<file path="src/rtl/core/tps_pkg.sv">
// Shared constants and types of the triangle plane slicer.
package tps_pkg;

  localparam int unsigned CoordWidth = 32;
  localparam int unsigned FracBits   = 16;
  localparam int unsigned TBits      = 32;
  localparam int unsigned EdgeLat    = TBits + 4;
  localparam int unsigned GapCycles  = 3;

  typedef enum logic [2:0] {
    SRC_EDGE12 = 3'd0,
    SRC_EDGE13 = 3'd1,
    SRC_EDGE23 = 3'd2,
    SRC_VERT1  = 3'd3,
    SRC_VERT2  = 3'd4,
    SRC_VERT3  = 3'd5
  } src_e;

  typedef enum logic [2:0] {
    CFG_POINT_X  = 3'd0,
    CFG_POINT_Y  = 3'd1,
    CFG_POINT_Z  = 3'd2,
    CFG_NORMAL_X = 3'd3,
    CFG_NORMAL_Y = 3'd4,
    CFG_NORMAL_Z = 3'd5
  } cfg_reg_e;

endpackage

</file>
<file path="src/rtl/core/tps_emit.sv">
// Result sequencer that sends the points of one triangle one per cycle.
module tps_emit import tps_pkg::*; #(
  parameter int unsigned COORD_WIDTH = CoordWidth
) (
  input  logic                                 clk_i,
  input  logic                                 rst_ni,
  input  logic                                 valid_i,
  input  logic [5:0]                           mask_i,
  input  logic [5:0][2:0][COORD_WIDTH-1:0]     pts_i,
  output logic                                 hit_valid_o,
  output logic [COORD_WIDTH-1:0]               hit_x_o,
  output logic [COORD_WIDTH-1:0]               hit_y_o,
  output logic [COORD_WIDTH-1:0]               hit_z_o,
  output logic [2:0]                           hit_source_o,
  output logic                                 last_of_triangle_o
);

  logic [5:0]                        mask_d, mask_q, pick;
  logic [5:0][2:0][COORD_WIDTH-1:0]  pts_q;
  logic [2:0]                        sel;
  src_e                              src;
  logic                              valid_q, last_q;
  logic [2:0][COORD_WIDTH-1:0]       pt_q;
  src_e                              src_q;

  always_comb begin
    pick = '0;
    sel  = '0;
    src  = SRC_EDGE12;
    for (int k = 5; k >= 0; k--) begin
      if (mask_q[k]) begin
        pick = 6'(1) << k;
        sel  = 3'(k);
        src  = src_e'(3'(k));
      end
    end
    mask_d = valid_i ? mask_i : (mask_q & ~pick);
  end

  always_ff @(posedge clk_i or negedge rst_ni) begin
    if (!rst_ni) begin
      mask_q  <= '0;
      valid_q <= 1'b0;
    end else begin
      mask_q  <= mask_d;
      valid_q <= |mask_q;
    end
  end

  always_ff @(posedge clk_i) begin
    if (valid_i) begin
      pts_q <= pts_i;
    end
    pt_q   <= pts_q[sel];
    src_q  <= src;
    last_q <= (mask_q & ~pick) == '0;
  end

  assign hit_valid_o        = valid_q;
  assign hit_x_o            = pt_q[0];
  assign hit_y_o            = pt_q[1];
  assign hit_z_o            = pt_q[2];
  assign hit_source_o       = src_q;
  assign last_of_triangle_o = last_q;

endmodule

</file>
<file path="config.mk">
export PLATFORM = sky130hd
export DESIGN_NAME = tps_emit
export DESIGN_NICKNAME = d
export VERILOG_FILES = /design/src/rtl/core/tps_pkg.sv /design/src/rtl/core/tps_emit.sv
export SDC_FILE = /design/constraint.sdc
export NUM_CORES = 1
export LEC_CHECK = 0
export ABC_AREA = 1
export BUFFER_PORTS_ARGS = -buffer_cell sky130_fd_sc_hd__buf_2
export CAP_MARGIN = 0
export CORE_AREA = 2 2 270 272
export DETAILED_ROUTE_END_ITERATION = 12
export DIE_AREA = 0 0 272 274
export GPL_ROUTABILITY_DRIVEN = 0
export PLACE_DENSITY = 0.65
export SLEW_MARGIN = 20
export SYNTH_ARGS = -nofsm -noshare
export SYNTH_HDL_FRONTEND = slang
export SYNTH_SLANG_ARGS = --single-unit
</file>
<file path="constraint.sdc">
create_clock -name clk_i -period 2.23 [get_ports clk_i]
set_input_delay 0.3345 -clock clk_i [delete_from_list [all_inputs] [get_ports clk_i]]
set_output_delay 0.3345 -clock clk_i [all_outputs]
set_load 0.02 [all_outputs]
</file>
==> results.yml <==
outcome:
  status: "finished, final reports clean"
floorplan:
  die_x_microns: 272
  num_io_pins: 686
  start_util_pct: 35.04
  core_sq_um: 71970
  die_y_microns: 274
  rows: 99
  die_area_sq_um: 74530
logic_synthesis:
  synth_edf_count: 576
  synth_area_leaders: "edfxtp_1 (69%), nand3_1 (9.6%), nand2_1 (9.5%)"
  synthFlopType: "edfxtp_1"
  ys_warn_count: 0
  syn_nets: 2576
  synthCells: 1991
  async_flop_share_pct: 1.025
  synth.avg_cell_area_sq_um: 12.66
  yosysTopAreaCell: "edfxtp_1"
  synth_most_common_cell: "nand2_1"
  yosys.cell_types.count: 22
  ys_seq_area_share_pct: 77.23
  synth-seq-cells: 683
  syn_area_sq_um: 25210
  synthTopCellsByCount: "nand2_1 (639), edfxtp_1 (576), nand3_1 (482)"
  yosysTopAreaCellShare_pct: 68.60
critical_path:
  arrival_ns: 2.49
  critical_path_class: "reg -> reg"
  critPathRequiredTime_ns: 2.71
  endpoint_kind: "register"
  r2r_slack_ns: 0.22
  start_kind: "register"
  rr_worst_depth: 8
  r2r-end: "hit_z_o[14]"
  r2r-start: "mask_q[0]"
  crit_fanout: 36
routing:
  remaining_drc_errors: 0
  initialDrtViolationCount: 1960
  dr_total_vias: 21660
  via_per_inst: 5.014
  ant_nets: 0
  routed_wl_microns: 91410
  first_pass_iters: 6
  drt-wirelength-per-cell_microns: 21.16
sta:
  rsz0062_at_grt: "false"
  finalCriticalPeriod_ns: 2.008
  hold_viol_final: 0
  drv_slew: 0
  worstMarginPinSlew_ns: 0.6619
  fin_hold_ws_ns: 0.08535
  setup_tns_ns: 0
  max_freq_mhz: 498.1
  relSlewSlack_pct: 55.87
  setup_viol: 0
  finalClockSkew_ns: 0.02812
  period_share_pct: 90.04
power_and_ir_drop:
  ir_drop_uv: 675.2
  p_leak_nw: 16.35
  power_density_nw_per_um2: 886.1
global_routing:
  gr-usage-all-layers_pct: 23.53
  grt.overflow.total: 0
  grt_max_degree: 92
  grt_pass1_vias: 22550
  grt_antenna_before_repair: 20
  grt_pass1_wl_microns: 132400
final_layout:
  final_nets: 3860
  fillCellCount: 5667
  drive_gt1_share_pct: 26.56
  area_growth_pct: 53.12
clock_network:
  cts.sinks: 683
  cts_buffers: 75
  clk_pin_slew_worst_paths_ns: 0.06
  cts_root_buffer: "clkbuf_16"
  cts_tree: "done"
  clockBufferDepth: 3
  ctsResizeCount: 0
  insertion_delay_ns: 0.62
  htreeDepth: 3
place:
  io_buffer_count: 685
  hpwl_microns: 52040
flow_run:
  cap_violations: 0
hold_path:
  hold_class: "in -> async"
-- state kept, by name, summed over array words and instances, names as in the netlist --
| name | flops |
|---|---|
| hit_valid_o | 1 |
| hit_source_o | 3 |
| pts_q | 576 |
| mask_q | 6 |
| hit_y_o | 32 |
| hit_z_o | 32 |
| hit_x_o | 32 |
| last_of_triangle_o | 1 |
-- placed cells by master (no fill, tap or decap), types with 24 or more instances in the layout --
cell / Yosys / routed
edfxtp_1: 576 / 576
diode_2: 0 / 24
buf_2: 63 / 684
nand3_1: 482 / 482
dfxtp_1: 100 / 100
nand2_1: 639 / 639
buf_4: 9 / 34
buf_12: 0 / 32
clkbuf_16: 0 / 76
dlygate4sd3_1: 0 / 581
-- cells by family (layout without fill, tap and decap cells) --
kind of cell | count (synthesis) | after routing | share of synthesized area (%)
other cells | 0 | 24 | 0
simple gates | 1128 | 1128 | 19.25
compound gates | 31 | 31 | 0.7294
buf+inv | 149 | 1494 | 2.784
flops | 683 | 683 | 77.23
-- critical path, stage by stage (launching register included) --
cell and delay (ns):
dfrtp_1 0.45, nor2_2 0.08, nand2_1 0.14, a21oi_4 0.07, inv_4 0.49, buf_12 0.28
a21oi_2 0.04, o21ai_1 0.20, nand2_1 0.10
-- how the worst max path moves through the flow --
stage	start	to	slack (ns)	depth (start not counted)
finish	mask_q[0]	hit_z_o[14]	0.22	8
global route	mask_q[4]	hit_x_o[8]	0.12	10
CTS	mask_q[0]	hit_x_o[8]	0.22	8
detailed placement	mask_q[0]	hit_x_o[8]	0.24	8
global placement	mask_q[0]	hit_x_o[8]	0.26	8
floorplan	mask_q[4]	hit_z_o[28]	0.75	13
-- layout make-up --
| cell class | count | area, sq um | area share (%) |
|---|---|---|---|
| multi-input cells | 1159 | 5066 | 13.12 |
| inverters | 24 | 101.3 | 0.2625 |
| flip-flops and latches | 683 | 19470 | 50.44 |
| diodes | 24 | 60.06 | 0.1556 |
| repair buffers | 1332 | 10150 | 26.29 |
| well taps | 959 | 1200 | 3.108 |
| clock inverters | 40 | 481.7 | 1.248 |
| clock buffers | 98 | 2074 | 5.373 |
-- report_power, final --
part	switching, mW	internal (mW)
registers	0.513	15.3
logic	3.34	2.23
clock network	5.39	7.48
-- through the flow --
step | std cells | setup slack [ns] | instance area, sq um | utilization (%) | total power, mW
6_report | 4319 | 0.2222 | 38610 | 53.64 | 34.21
5_1_grt | 4311 | 0.1249 | 38590 | 53.62 | 35.38
4_1_cts | 4295 | 0.2185 | 38550 | 53.56 | 34.13
3_5_place_dp | 3576 | 0.2410 | 30180 | 41.93 | 20.54
3_3_place_gp | 3576 | 0.2625 | 30180 | 41.93 | 20.49
2_1_floorplan | 1991 | 0.7462 | 25210 | - | 18.18
-- routing by layer --
metal  vias up  share of wire (%)  track usage [%]
li1       9612                  -                -
met1     10420                 37            28.39
met2      1327                 49            39.93
met3       299                8.4            4.913
met4         0                4.7            12.04
met5         -                  0                0
-- timing repair --
action,CTS,global route
setup buffers,0,0
setup endpoints to repair,0,0
hold endpoints to repair,587,0
hold buffers,581,0
No activity file was read; power rests on OpenSTA's default activity.
